### config.mk
export PLATFORM = sky130hd
export DESIGN_NAME = canal_lock_controller
export DESIGN_NICKNAME = d
export VERILOG_FILES = /design/src/rtl/core/cllc_pkg.sv /design/src/rtl/core/canal_lock_controller.sv /design/src/rtl/core/cllc_step.sv
export SDC_FILE = /design/constraint.sdc
export NUM_CORES = 1
export LEC_CHECK = 0
export BUFFER_PORTS_ARGS = -buffer_cell sky130_fd_sc_hd__buf_2
export CORE_AREA = 5 5 93 95
export DETAILED_ROUTE_END_ITERATION = 10
export DIE_AREA = 0 0 98 100
export PLACE_DENSITY = 0.71
export SKIP_LAST_GASP = 1
export SLEW_MARGIN = 40
export SYNTH_ARGS = -nofsm -noshare
export SYNTH_HDL_FRONTEND = slang
export SYNTH_SLANG_ARGS = --single-unit
### constraint.sdc
create_clock -name aclk -period 2.3 [get_ports aclk]
set_input_delay 0.23 -clock aclk [delete_from_list [all_inputs] [get_ports aclk]]
set_output_delay 0.23 -clock aclk [all_outputs]
set_load 0.1 [all_outputs]
### src/rtl/core/cllc_pkg.sv
// ============================================================================
// cllc_pkg: canal lock controller shared types
// Encodings for events, door states, commands, modes, and the packed
// request/result/state records used by the top level and the step logic.
// ============================================================================
package cllc_pkg;

    typedef enum logic [3:0] {
        EV_NONE          = 4'd0,
        EV_ALARM         = 4'd1,
        EV_EMERG_BUTTON  = 4'd2,
        EV_RESUME        = 4'd3,
        EV_START         = 4'd4,
        EV_DOOR_CHANGED  = 4'd5,
        EV_REL_OUTSIDE   = 4'd6,
        EV_REL_INSIDE    = 4'd7,
        EV_LEVEL_CHANGED = 4'd8
    } event_t;

    // door states as reported by the door controllers
    localparam logic [2:0] DOOR_LOCKED  = 3'd0;
    localparam logic [2:0] DOOR_CLOSED  = 3'd1;
    localparam logic [2:0] DOOR_OPEN    = 3'd2;
    localparam logic [2:0] DOOR_CLOSING = 3'd3;
    localparam logic [2:0] DOOR_OPENING = 3'd4;
    localparam logic [2:0] DOOR_STOPPED = 3'd5;
    localparam logic [2:0] DOOR_DAMAGE  = 3'd6;

    // water levels; anything above HIGH reads as HIGH
    localparam logic [2:0] LVL_LOW       = 3'd0;
    localparam logic [2:0] LVL_BELOW_MID = 3'd1;
    localparam logic [2:0] LVL_ABOVE_MID = 3'd2;
    localparam logic [2:0] LVL_ABOVE_UP  = 3'd3;
    localparam logic [2:0] LVL_HIGH      = 3'd4;

    typedef enum logic [1:0] {
        CMD_NONE  = 2'd0,
        CMD_OPEN  = 2'd1,
        CMD_CLOSE = 2'd2,
        CMD_STOP  = 2'd3
    } cmd_t;

    typedef enum logic [2:0] {
        MODE_EMERGENCY = 3'd0,
        MODE_OPENING   = 3'd1,
        MODE_CLOSING   = 3'd2,
        MODE_OPEN      = 3'd3,
        MODE_OUT_GREEN = 3'd4,
        MODE_IN_GREEN  = 3'd5,
        MODE_RAISING   = 3'd6,
        MODE_LOWERING  = 3'd7
    } mode_t;

    typedef enum logic [1:0] {
        SEL_NONE = 2'd0,
        SEL_LOW  = 2'd1,
        SEL_HIGH = 2'd2
    } sel_t;

    typedef enum logic [1:0] {
        FLT_NONE      = 2'd0,
        FLT_DAMAGE    = 2'd1,
        FLT_BOTH_OPEN = 2'd2
    } fault_t;

    // valve masks: low door bits 2:0, high door bits 5:3
    localparam logic [5:0] VALVE_LOW_LOWER = 6'h01;
    localparam logic [5:0] VALVE_LOW_ALL   = 6'h07;
    localparam logic [5:0] VALVE_HIGH_ALL  = 6'h38;
    localparam logic [5:0] VALVE_HIGH_1    = 6'h08;
    localparam logic [5:0] VALVE_HIGH_2    = 6'h18;

    // one event request, last field in the low bits
    typedef struct packed {
        logic [2:0] water_level;
        logic [2:0] high_door_state;
        logic [2:0] low_door_state;
        logic [3:0] event_code;
    } req_t;

    localparam int unsigned REQ_W  = $bits(req_t);
    localparam int unsigned REQ_TW = ((REQ_W + 7) / 8) * 8;

    // one result, last field in the low bits
    typedef struct packed {
        fault_t     fault;
        sel_t       door_in_use;
        mode_t      mode_now;
        cmd_t       high_door_command;
        cmd_t       low_door_command;
        logic [3:0] lights_green;
        logic [5:0] valves_open;
    } res_t;

    localparam int unsigned RES_W  = $bits(res_t);
    localparam int unsigned RES_TW = ((RES_W + 7) / 8) * 8;

    typedef struct packed {
        logic       started;
        mode_t      mode;
        sel_t       sel;
        logic [5:0] valve;
        logic [3:0] green;
    } state_t;

endpackage

### src/rtl/core/canal_lock_controller.sv
// ============================================================================
// canal_lock_controller: lock sequencing for a two-door canal lock
// Event-driven controller that drives valves, traffic lights and door motors.
// ============================================================================
// One event request is taken per clock while s_tready is high. It lands in an
// input register, the step logic evaluates it against the controller state in
// a single pass, and the result is loaded into the output register, which
// drives m_tvalid, in the same edge that updates the state. A new request can
// follow every cycle unless s_tready drops. The state update loop runs state
// register -> step logic -> state register. Both sides are decoupled by the
// input and output registers; s_tready drops only while the input register
// holds a request and the output register holds an untaken result. The first
// request after reset runs start-up (its event is ignored); a failed start-up
// is retried on the next request. Fault results leave the state unchanged and
// carry no door commands.
// ============================================================================
module canal_lock_controller (
    input  logic                               aclk,
    input  logic                               aresetn,
    // s_tdata, from bit 0: event_code[3:0], low_door_state[2:0],
    // high_door_state[2:0], water_level[2:0], zero fill
    input  logic                               s_tvalid,
    output logic                               s_tready,
    input  logic [cllc_pkg::REQ_TW-1:0]        s_tdata,
    // m_tdata, from bit 0: valves_open[5:0], lights_green[3:0],
    // low_door_command[1:0], high_door_command[1:0], mode_now[2:0],
    // door_in_use[1:0], fault[1:0], zero fill
    output logic                               m_tvalid,
    input  logic                               m_tready,
    output logic [cllc_pkg::RES_TW-1:0]        m_tdata
);

    // input register
    logic               in_valid_reg, in_valid_next;
    cllc_pkg::req_t     in_req_reg;

    // output register
    logic               out_valid_reg, out_valid_next;
    cllc_pkg::res_t     out_res_reg;

    // controller state
    cllc_pkg::state_t   state_reg, state_next;
    cllc_pkg::res_t     step_res;

    logic               advance;   // input register moves into output register
    logic               take_in;

    assign advance  = in_valid_reg && (!out_valid_reg || m_tready);
    assign s_tready = !in_valid_reg || advance;
    assign take_in  = s_tvalid && s_tready;

    always_comb begin
        in_valid_next  = in_valid_reg;
        out_valid_next = out_valid_reg;
        if (m_tready) out_valid_next = 1'b0;
        if (advance) begin
            out_valid_next = 1'b1;
            in_valid_next  = 1'b0;
        end
        if (take_in) in_valid_next = 1'b1;
    end

    cllc_step u_step (
        .st      (state_reg),
        .req     (in_req_reg),
        .st_next (state_next),
        .res     (step_res)
    );

    always_ff @(posedge aclk) begin
        if (!aresetn) begin
            in_valid_reg  <= 1'b0;
            out_valid_reg <= 1'b0;
            state_reg     <= '0;
        end else begin
            in_valid_reg  <= in_valid_next;
            out_valid_reg <= out_valid_next;
            if (advance) state_reg <= state_next;
        end
    end

    // payload registers
    always_ff @(posedge aclk) begin
        if (take_in) in_req_reg <= s_tdata[cllc_pkg::REQ_W-1:0];
        if (advance) out_res_reg <= step_res;
    end

    assign m_tvalid = out_valid_reg;
    assign m_tdata  = {{(cllc_pkg::RES_TW - cllc_pkg::RES_W){1'b0}}, out_res_reg};

    // ------------------------------------------------------------------------
    // assertions
    // ------------------------------------------------------------------------

    // state only moves when a request is evaluated
    a_state_hold: assert property (@(posedge aclk) disable iff (!aresetn)
        !advance |=> $stable(state_reg))
        else $error("state changed without a request");

    // faulted results never carry door commands
    a_fault_no_cmd: assert property (@(posedge aclk) disable iff (!aresetn)
        (m_tvalid && out_res_reg.fault != cllc_pkg::FLT_NONE) |->
        (out_res_reg.low_door_command == cllc_pkg::CMD_NONE &&
         out_res_reg.high_door_command == cllc_pkg::CMD_NONE))
        else $error("door command issued with a fault");

    // emergency keeps every valve shut and every light red
    a_emerg_safe: assert property (@(posedge aclk) disable iff (!aresetn)
        (state_reg.mode == cllc_pkg::MODE_EMERGENCY) |->
        (state_reg.valve == '0 && state_reg.green == '0))
        else $error("valve or light active in emergency");

    // a result is evaluated only when the output register is free or drained
    a_no_overwrite: assert property (@(posedge aclk) disable iff (!aresetn)
        (m_tvalid && !m_tready) |=> ($stable(out_res_reg) && m_tvalid))
        else $error("pending result overwritten");

endmodule

### src/rtl/core/cllc_step.sv
// ============================================================================
// cllc_step: single-event state update
// Pure combinational next-state and result logic for one event request.
// ============================================================================
module cllc_step (
    input  cllc_pkg::state_t st,
    input  cllc_pkg::req_t   req,
    output cllc_pkg::state_t st_next,
    output cllc_pkg::res_t   res
);

    typedef struct packed {
        cllc_pkg::mode_t mode;
        cllc_pkg::sel_t  sel;
        logic [3:0]      green;
        cllc_pkg::cmd_t  cmd;
        logic            damaged;
    } entry_t;

    // take one door into service
    function automatic entry_t enter_door(cllc_pkg::sel_t sel, logic [2:0] ds,
                                          logic [3:0] green);
        entry_t e;
        e.sel     = sel;
        e.green   = (sel == cllc_pkg::SEL_HIGH) ? (green & 4'b0011) : (green & 4'b1100);
        e.damaged = (ds >= cllc_pkg::DOOR_DAMAGE);
        e.cmd     = cllc_pkg::CMD_NONE;
        e.mode    = cllc_pkg::MODE_OPENING;
        if (ds == cllc_pkg::DOOR_OPEN) begin
            e.mode = cllc_pkg::MODE_OPEN;
        end else if (ds == cllc_pkg::DOOR_CLOSING) begin
            e.mode = cllc_pkg::MODE_CLOSING;
            e.cmd  = cllc_pkg::CMD_CLOSE;
        end else begin
            e.cmd  = cllc_pkg::CMD_OPEN;
        end
        return e;
    endfunction

    function automatic logic [5:0] raise_water(logic [2:0] lvl, logic [5:0] v);
        logic [5:0] r;
        r = v;
        case (lvl)
            cllc_pkg::LVL_LOW, cllc_pkg::LVL_BELOW_MID: r = v | cllc_pkg::VALVE_HIGH_1;
            cllc_pkg::LVL_ABOVE_MID: r = v | cllc_pkg::VALVE_HIGH_2;
            cllc_pkg::LVL_ABOVE_UP:  r = v | cllc_pkg::VALVE_HIGH_ALL;
            default:                 r = v;
        endcase
        return r;
    endfunction

    logic [3:0]        ev;
    logic [2:0]        lo, hi, lvl, sel_ds;
    logic [1:0]        gs;
    logic [3:0]        ins, outs;
    logic              lo_open, hi_open;
    entry_t            ent;
    cllc_pkg::mode_t   n_mode;
    cllc_pkg::sel_t    n_sel;
    logic [5:0]        n_valve;
    logic [3:0]        n_green;
    cllc_pkg::cmd_t    cmd;
    cllc_pkg::sel_t    cmd_to;
    logic              stop_both;
    cllc_pkg::fault_t  flt;
    cllc_pkg::cmd_t    cmd_lo, cmd_hi;

    // next state
    always_comb begin
        ev  = (req.event_code > 4'(cllc_pkg::EV_LEVEL_CHANGED)) ? 4'(cllc_pkg::EV_NONE)
                                                                 : req.event_code;
        lo  = req.low_door_state;
        hi  = req.high_door_state;
        lvl = (req.water_level > cllc_pkg::LVL_HIGH) ? cllc_pkg::LVL_HIGH : req.water_level;
        lo_open = (lo >= cllc_pkg::DOOR_OPEN) && (lo <= cllc_pkg::DOOR_STOPPED);
        hi_open = (hi >= cllc_pkg::DOOR_OPEN) && (hi <= cllc_pkg::DOOR_STOPPED);
        sel_ds  = (st.sel == cllc_pkg::SEL_LOW) ? lo : hi;
        gs   = (st.sel == cllc_pkg::SEL_HIGH) ? 2'd2 : 2'd0;
        ins  = 4'b0001 << gs;
        outs = 4'b0010 << gs;

        n_mode    = st.mode;
        n_sel     = st.sel;
        n_valve   = st.valve;
        n_green   = st.green;
        cmd       = cllc_pkg::CMD_NONE;
        cmd_to    = cllc_pkg::SEL_NONE;
        stop_both = 1'b0;
        flt       = cllc_pkg::FLT_NONE;
        ent       = '0;

        if (!st.started || (ev == 4'(cllc_pkg::EV_RESUME) &&
                            st.mode == cllc_pkg::MODE_EMERGENCY)) begin
            // start-up or resume: pick the door in service
            if (!st.started) begin
                n_valve = '0;
                n_green = '0;
            end
            if (lo >= cllc_pkg::DOOR_DAMAGE || hi >= cllc_pkg::DOOR_DAMAGE) begin
                flt = cllc_pkg::FLT_DAMAGE;
            end else if (lo_open && hi_open) begin
                flt = cllc_pkg::FLT_BOTH_OPEN;
            end else if (lo_open || hi_open) begin
                ent = lo_open ? enter_door(cllc_pkg::SEL_LOW, lo, n_green)
                              : enter_door(cllc_pkg::SEL_HIGH, hi, n_green);
                n_mode  = ent.mode;
                n_sel   = ent.sel;
                n_green = ent.green;
                cmd     = ent.cmd;
                cmd_to  = ent.sel;
            end else begin
                n_sel = cllc_pkg::SEL_NONE;
                if (lvl >= cllc_pkg::LVL_HIGH) begin
                    n_mode  = cllc_pkg::MODE_LOWERING;
                    n_valve = n_valve | cllc_pkg::VALVE_LOW_LOWER;
                end else begin
                    n_mode  = cllc_pkg::MODE_RAISING;
                    n_valve = raise_water(lvl, n_valve);
                end
            end
        end else if (ev == 4'(cllc_pkg::EV_NONE) || st.mode == cllc_pkg::MODE_EMERGENCY) begin
            // idle event, or waiting for resume
        end else if (ev == 4'(cllc_pkg::EV_ALARM) ||
                     ev == 4'(cllc_pkg::EV_EMERG_BUTTON)) begin
            n_mode    = cllc_pkg::MODE_EMERGENCY;
            n_sel     = cllc_pkg::SEL_NONE;
            n_valve   = '0;
            n_green   = '0;
            stop_both = 1'b1;
        end else begin
            cmd_to = st.sel;
            case (st.mode)
                cllc_pkg::MODE_OPENING: begin
                    if (ev == 4'(cllc_pkg::EV_START)) begin
                        n_mode = cllc_pkg::MODE_CLOSING;
                        cmd    = cllc_pkg::CMD_CLOSE;
                    end else if (ev == 4'(cllc_pkg::EV_DOOR_CHANGED) &&
                                 sel_ds == cllc_pkg::DOOR_OPEN) begin
                        n_mode = cllc_pkg::MODE_OPEN;
                        cmd    = cllc_pkg::CMD_STOP;
                    end
                end
                cllc_pkg::MODE_CLOSING: begin
                    if (ev == 4'(cllc_pkg::EV_START)) begin
                        n_mode = cllc_pkg::MODE_OPENING;
                        cmd    = cllc_pkg::CMD_OPEN;
                    end else if (ev == 4'(cllc_pkg::EV_DOOR_CHANGED) &&
                                 sel_ds == cllc_pkg::DOOR_CLOSED) begin
                        cmd   = cllc_pkg::CMD_STOP;
                        n_sel = cllc_pkg::SEL_NONE;
                        if (lvl >= cllc_pkg::LVL_HIGH) begin
                            n_mode  = cllc_pkg::MODE_LOWERING;
                            n_valve = n_valve | cllc_pkg::VALVE_LOW_LOWER;
                        end else begin
                            n_mode  = cllc_pkg::MODE_RAISING;
                            n_valve = raise_water(lvl, n_valve);
                        end
                    end
                end
                cllc_pkg::MODE_OPEN: begin
                    if (ev == 4'(cllc_pkg::EV_START)) begin
                        n_mode = cllc_pkg::MODE_CLOSING;
                        cmd    = cllc_pkg::CMD_CLOSE;
                    end else if (ev == 4'(cllc_pkg::EV_REL_OUTSIDE)) begin
                        n_mode  = cllc_pkg::MODE_OUT_GREEN;
                        n_green = n_green | outs;
                    end else if (ev == 4'(cllc_pkg::EV_REL_INSIDE)) begin
                        n_mode  = cllc_pkg::MODE_IN_GREEN;
                        n_green = n_green | ins;
                    end
                end
                cllc_pkg::MODE_OUT_GREEN: begin
                    if (ev == 4'(cllc_pkg::EV_REL_OUTSIDE)) begin
                        n_mode  = cllc_pkg::MODE_OPEN;
                        n_green = n_green & ~outs;
                    end else if (ev == 4'(cllc_pkg::EV_REL_INSIDE)) begin
                        n_mode  = cllc_pkg::MODE_IN_GREEN;
                        n_green = (n_green & ~outs) | ins;
                    end
                end
                cllc_pkg::MODE_IN_GREEN: begin
                    if (ev == 4'(cllc_pkg::EV_REL_OUTSIDE)) begin
                        n_mode  = cllc_pkg::MODE_OUT_GREEN;
                        n_green = (n_green & ~ins) | outs;
                    end else if (ev == 4'(cllc_pkg::EV_REL_INSIDE)) begin
                        n_mode  = cllc_pkg::MODE_OPEN;
                        n_green = n_green & ~ins;
                    end
                end
                cllc_pkg::MODE_RAISING: begin
                    if (ev == 4'(cllc_pkg::EV_START)) begin
                        n_mode  = cllc_pkg::MODE_LOWERING;
                        n_valve = (n_valve & cllc_pkg::VALVE_LOW_ALL) |
                                  cllc_pkg::VALVE_LOW_LOWER;
                    end else if (ev == 4'(cllc_pkg::EV_LEVEL_CHANGED)) begin
                        if (lvl >= cllc_pkg::LVL_HIGH) begin
                            n_valve = n_valve & cllc_pkg::VALVE_LOW_ALL;
                            ent     = enter_door(cllc_pkg::SEL_HIGH, hi, n_green);
                            n_mode  = ent.mode;
                            n_sel   = ent.sel;
                            n_green = ent.green;
                            cmd     = ent.cmd;
                            cmd_to  = ent.sel;
                            if (ent.damaged) flt = cllc_pkg::FLT_DAMAGE;
                        end else begin
                            n_valve = raise_water(lvl, n_valve);
                        end
                    end
                end
                cllc_pkg::MODE_LOWERING: begin
                    if (ev == 4'(cllc_pkg::EV_START)) begin
                        n_valve = n_valve & cllc_pkg::VALVE_HIGH_ALL;
                        n_mode  = cllc_pkg::MODE_RAISING;
                        n_valve = raise_water(lvl, n_valve);
                    end else if (ev == 4'(cllc_pkg::EV_LEVEL_CHANGED) &&
                                 lvl == cllc_pkg::LVL_LOW) begin
                        n_valve = n_valve & cllc_pkg::VALVE_HIGH_ALL;
                        ent     = enter_door(cllc_pkg::SEL_LOW, lo, n_green);
                        n_mode  = ent.mode;
                        n_sel   = ent.sel;
                        n_green = ent.green;
                        cmd     = ent.cmd;
                        cmd_to  = ent.sel;
                        if (ent.damaged) flt = cllc_pkg::FLT_DAMAGE;
                    end
                end
                default: begin
                end
            endcase
        end

        // a fault leaves the whole state as it was
        if (flt == cllc_pkg::FLT_NONE) begin
            st_next.started = 1'b1;
            st_next.mode    = n_mode;
            st_next.sel     = n_sel;
            st_next.valve   = n_valve;
            st_next.green   = n_green;
        end else begin
            st_next = st;
        end
    end

    // outputs
    always_comb begin
        // door commands; a fault suppresses them
        cmd_lo = cllc_pkg::CMD_NONE;
        cmd_hi = cllc_pkg::CMD_NONE;
        if (flt == cllc_pkg::FLT_NONE) begin
            if (stop_both) begin
                cmd_lo = cllc_pkg::CMD_STOP;
                cmd_hi = cllc_pkg::CMD_STOP;
            end else if (cmd_to == cllc_pkg::SEL_LOW) begin
                cmd_lo = cmd;
            end else if (cmd_to == cllc_pkg::SEL_HIGH) begin
                cmd_hi = cmd;
            end
        end

        res.fault             = flt;
        res.door_in_use       = st_next.sel;
        res.mode_now          = st_next.mode;
        res.high_door_command = cmd_hi;
        res.low_door_command  = cmd_lo;
        res.lights_green      = st_next.green;
        res.valves_open       = st_next.valve;
    end

endmodule

; ---- Yosys cells after proc, flatten, opt, wreduce, memory -nomap -nowiden
; Cells that the tools add are included.
[totals]
ff_bits = 52
input_bits = 20
output_inout_bits = 26
[classes]
order_cmp = 9
n_eq_ne = 28
shift = 2
n_mux = 139
n_bitwise = 8
reduce_logical = 27
[ops]
columns = op, count
row1 = 2-bit two-way mux, 58
row2 = 6-bit two-way mux, 15
row3 = 3-bit two-way mux, 26
row4 = 4-bit two-way mux, 18
row5 = 6-bit one-hot mux with 3 select lines, 4
row6 = "3-bit by 2-bit equality test with 1-bit output, second input constant", 9
row7 = 3-bit one-hot mux with 7 select lines, 1
row8 = 4-bit one-hot mux with 5 select lines, 1
row9 = "4-bit by 3-bit equality test with 1-bit output, second input constant", 4
row10 = 4-bit OR, 4
row11 = 15-bit two-way mux, 1
row12 = "3-bit equality test, second input constant", 4
row13 = 12-bit two-way mux, 1
row14 = 1-bit two-way mux, 10
row15 = 2-bit one-hot mux with 5 select lines, 1
row16 = "3-bit by 1-bit equality test with 1-bit output, second input constant", 3
row17 = "3-bit greater-or-equal comparator, second input constant", 3
row18 = 1-bit logical AND, 9
row19 = 4-bit AND, 2
row20 = "4-bit by 2-bit equality test with 1-bit output, second input constant", 2
row21 = 4-bit NOT, 2
row22 = 2-bit one-hot mux with 2 select lines, 2
row23 = 1-bit logical OR, 7
row24 = "3-bit by 2-bit greater-or-equal comparator with 1-bit output, second input constant", 2
row25 = other kinds (17), 24

; ---- Logic depth before layout (Yosys ltp)
[depth]
ltp_word = 14
depth_mapped = 9

; ---- By module
; From an unflattened synthesis, not the netlist that was laid out.
[unflattened]
hier_cells = 418
hier_area_um2 = 3734.8
[modules_own_cells]
columns = mod, n_inst, cells_per_inst, area_each_um2
row1 = cllc_step, 1, 301, 1944.4
row2 = canal_lock_controller, 1, 117, 1790.5

; ---- Worst setup path before layout
; Ideal clock, no wire load.
[synth_timing]
kind = flip-flop to flip-flop
startpoint = register out_valid_reg, in the netlist m_tvalid
endpoint = register state_reg[1] in the netlist's numbering
arrival_ns = 2.770
required_ns = 2.166
setup_slack_ns = -0.605
stages_incl_launch_ff = 7
period_less_slack_ns = 2.905
path_cell_list = dfxtp_1 nor2b_1 nor2b_1 nand2_1 buf_2 o311ai_0 o31ai_1
[synth_via]
elab_chain_cells = 3
[synth_lines]
columns = element, line
row1 = "start, declared", canal_lock_controller.sv:38  ; logic out_valid_reg, out_valid_next;
row2 = "start signal, assigned", canal_lock_controller.sv:77  ; out_valid_reg <= out_valid_next;
row3 = 1-bit logical NOT, canal_lock_controller.sv:48  ; assign advance = in_valid_reg && (!out_valid_reg || m_tready);
row4 = 1-bit logical OR, canal_lock_controller.sv:48
row5 = 1-bit logical AND, canal_lock_controller.sv:48
row6 = via advance, canal_lock_controller.sv:45  ; logic advance;
row7 = "end signal, assigned", canal_lock_controller.sv:78  ; if (advance) state_reg <= state_next;
row8 = "end, declared", canal_lock_controller.sv:42  ; cllc_pkg::state_t state_reg, state_next;
; The timed path passes the listed nets, and every way through them passes these cells.
; A chain may end at the register's enable or synchronous reset.

==> flow_summary_export.csv <==
group,metric,value,unit
run_status,status,"finished with violations",
run_status,violations,"setup timing",
floorplanning,start_util,48.6,%
synth,yosysTopAreaCellShare,27.5,%
cells_and_area,diodes,0,
global_route,antenna_found_initial,0,
synth,synthesis.area_per_instance,8.93,sq um
detailed_routing,drt_iter0_drc,394,
worst_setup_path,worstPathMaxFanout,5,
run,cap_violations,0,
global_route,grt-ovfl-total,0,
timing,worst_pin_slew,0.608,ns
synth,synth-seq-cells,52,
timing,fin_crit_sh,102,%
timing,finalHoldViolCount,0,
global_route,grt_pass1_wl,19300,um
floorplanning,die_w,98,um
synth,synth-seq-area-share,37.2,%
worst_setup_path,cp.arrival,2.42,ns
global_route,track_usage,24.6,%
cts,ctsHoldBuffers,0,
synth,synth_ff_type,"edfxtp_1",
synth,netlist-cell-type-count,86,
detailed_routing,vias_per_cell,6.21,
cts,clk_pin_slew,0.10,ns
synth,yosysWarnings,0,
synth,synth_mux_area_share,0.269,%
worst_setup_path,reg2reg_depth,7,
cells_and_area,largest_register_ffs,21,
synth,netlist_instances,416,
placement,portBuffers,39,
timing,rsz0062_at_grt,"true",
detailed_routing,drtAntennaViolNets,0,
detailed_routing,first_pass_iters,5,
cts,cts-root-buf,"clkbuf_8",
cells_and_area,area_growth,34.8,%
cts,h-tree-depth,2,
detailed_routing,drc_errors,0,
synth,synth_top_family_by_area,"compound AO/OA/AOI/OAI gates",
synth,netlist_area,3710,sq um
floorplanning,die-area,9800,sq um
cts,clock_latency,0.31,ns
global_route,first_global_vias,3678,
placement,dp_hpwl,9670,um
cts,clockBufferDepth,2,
synth,synthTopCellsByArea,"edfxtp_1, dfxtp_1, a21oi_1",
global_route,grt_max_degree,26,
cells_and_area,layout.nets,549,
synth,synth_xor_area_share,1.65,%
placement,placed_cells,615,
cells_and_area,drive_gt1_share,39.1,%
synth,async_flop_share,0,%
placement,routabilityCongestion,1.05,
timing,fin_ws,-0.0402,ns
worst_setup_path,worst_setup_path_start_kind,"flip-flop",
synth,synth_area_leader_cell,"edfxtp_1",
timing,slew_headroom,59.5,%
timing,min_period,2.34,ns
synth,synth-simple-area-share,24.5,%
synth,synth_compound_area_share,29.9,%
worst_setup_path,critical_path_class,"flip-flop to flip-flop",
timing,fmax,427,MHz
timing,drv_slew,0,
cells_and_area,fill_cells,681,
worst_setup_path,cp-end-kind,"flip-flop",
worst_setup_path,crit_end,"m_tdata[5]",
cts,cts_buffers,5,
floorplanning,boundaryPins,46,
detailed_routing,routedWlPerCell,19.8,um
timing,finalClockSkew,0.0113,ns
power_and_ir_drop,vdd_drop_max,0.303,mV
detailed_routing,wirelength,12500,um
worst_setup_path,critPathRequiredTime,2.38,ns
worst_setup_path,timing.rr.end,"m_tdata[5]",
cells_and_area,fin_cells,632,
cts,cts_tree,"yes",
detailed_routing,vias,3927,
floorplanning,row_count,32,
worst_setup_path,startpoint,"in_req_reg[3]",
synth,yosys.area_share.adder,0.539,%
floorplanning,core_area,7650,sq um
timing,hold_slack,0.0881,ns
cts,cts.sinks,52,
worst_setup_path,reg2reg_slack,-0.04,ns
synth,synth_edf_count,34,
power_and_ir_drop,p_leak,1.88,nW
timing,final-setup-viol-count,1,
min_path,min_path_type,"input pin to flip-flop",
worst_setup_path,r2r-start,"in_req_reg[3]",
floorplanning,fp.dieH,100,um
power_and_ir_drop,p_per_area,505,nW/um^2
-- per-stage QoR --
stage | total power, mW | instance area (sq um) | setup WS (ns) | setup TNS (ns) | util (%)
finish | 2.53 | 5010 | -0.0402 | -0.0402 | 65.5
global route | 2.62 | 5010 | -0.0700 | -0.423 | 65.5
CTS | 2.49 | 4760 | -0.0356 | -0.0746 | 62.2
detailed placement | 1.79 | 4590 | -0.171 | -0.795 | 60.1
global placement | 1.78 | 4590 | -0.0991 | -0.255 | 60.1
floorplan | 1.56 | 3730 | 0.0402 | 0 | -
-- worst max-delay path, stage by stage, from the launching register on --
cell and delay [ns]:
edfxtp_1 0.47, buf_4 0.18, or4b_4 0.58, a32oi_1 0.19, o2111ai_1 0.19, a31oi_1 0.22
o31a_1 0.19, a21oi_1 0.09
-- how the worst min path moves through the flow --
stage | to | start | slack (ns) | cells after the start
after floorplan | in_req_reg[0] | s_tdata[0] | 0.33 | 0
after global placement | in_req_reg[9] | s_tdata[9] | 0.41 | 1
after detailed placement | in_req_reg[4] | s_tdata[4] | 0.41 | 1
after CTS | in_req_reg[4] | s_tdata[4] | 0.08 | 1
after global routing | in_req_reg[5] | s_tdata[5] | 0.08 | 1
final | in_req_reg[3] | s_tdata[3] | 0.09 | 1
-- layer usage --
layer | vias up | track usage, % | wire length (um)
met4 | 0 | 6.82 | 267
met3 | 29 | 4.45 | 1060
met2 | 201 | 39.8 | 5890
met5 | - | 0 | 0
met1 | 1857 | 33.9 | 5290
li1 | 1840 | - | -
-- layout make-up --
cell class | count | area [sq um] | share of cell area, %
timing repair buffer | 141 | 1020 | 20.4
tap | 102 | 128 | 2.55
sequential | 52 | 1380 | 27.6
inverter | 7 | 26.3 | 0.525
clock inverter | 1 | 30.0 | 0.600
clock buffer | 7 | 97.6 | 1.95
multi-input combinational | 322 | 2320 | 46.4
-- repair_timing --
item                       CTS  global route
gates resized for setup     10            40
pin swaps                    0            25
setup endpoints to repair   20            25
setup buffers                1            10
-- cells in the mapped netlist, types with 5 or more instances --
| cell | number |
|---|---|
| a21oi_1 | 34 |
| edfxtp_1 | 34 |
| nand2_1 | 32 |
| nor2_1 | 24 |
| o21ai_0 | 22 |
| dfxtp_1 | 18 |
| a31oi_1 | 16 |
| buf_2 | 16 |
| nand3_1 | 14 |
| clkbuf_1 | 11 |
| nand2b_1 | 11 |
| nor3_1 | 11 |
| nor2b_1 | 10 |
| o31ai_1 | 9 |
| and2_1 | 6 |
| inv_1 | 6 |
| o22ai_1 | 6 |
| a211oi_1 | 5 |
| and3_1 | 5 |
| nand3b_1 | 5 |
| nor3b_1 | 5 |
| xor2_1 | 5 |
-- where the power goes --
| part | internal [mW] | switching [mW] | leakage, nW | total [mW] |
|---|---|---|---|---|
| clock network | 0.391 | 0.306 | 0.0636 | 0.698 |
| logic | 0.255 | 0.497 | 1.34 | 0.752 |
| registers | 1.04 | 0.0354 | 0.476 | 1.08 |
-- layout by cell type (no fill, tap or decap), types with 3 or more instances in the layout --
master	instances
buf_4	94
buf_12	3
nor3b_1	4
nor2_1	23
a211oi_1	4
buf_2	39
o21ai_1	4
xor2_1	3
a32oi_1	4
nand3b_1	5
o21ai_0	18
nor2b_1	9
nor3_1	11
a21oi_1	30
nor4_1	3
o31ai_1	5
o31ai_2	5
a21oi_2	4
clkbuf_8	5
a31oi_1	15
and3_1	5
o21ai_2	4
inv_1	6
nand2b_1	10
or3_1	3
and2_1	6
nand4_1	3
nand2_1	29
nand3_1	14
dfxtp_1	16
buf_6	4
o31a_1	3
conb_1	3
o32ai_1	4
o22ai_1	5
o41ai_2	4
o211ai_1	4
edfxtp_1	34
-- kinds of logic (layout without fill, tap and decap cells) --
| kind of cell | after synthesis | count (layout) |
|---|---|---|
| other | 1 | 3 |
| buffers and inverters | 44 | 156 |
| flip-flops | 52 | 52 |
| AO/OA/AOI/OAI | 154 | 154 |
| AND/OR/NAND/NOR | 155 | 155 |
| multiplexers | 1 | 1 |
| XOR/XNOR | 7 | 7 |
| adder cells (fa/ha/maj) | 2 | 2 |
(Power assumes the default switching activity.)
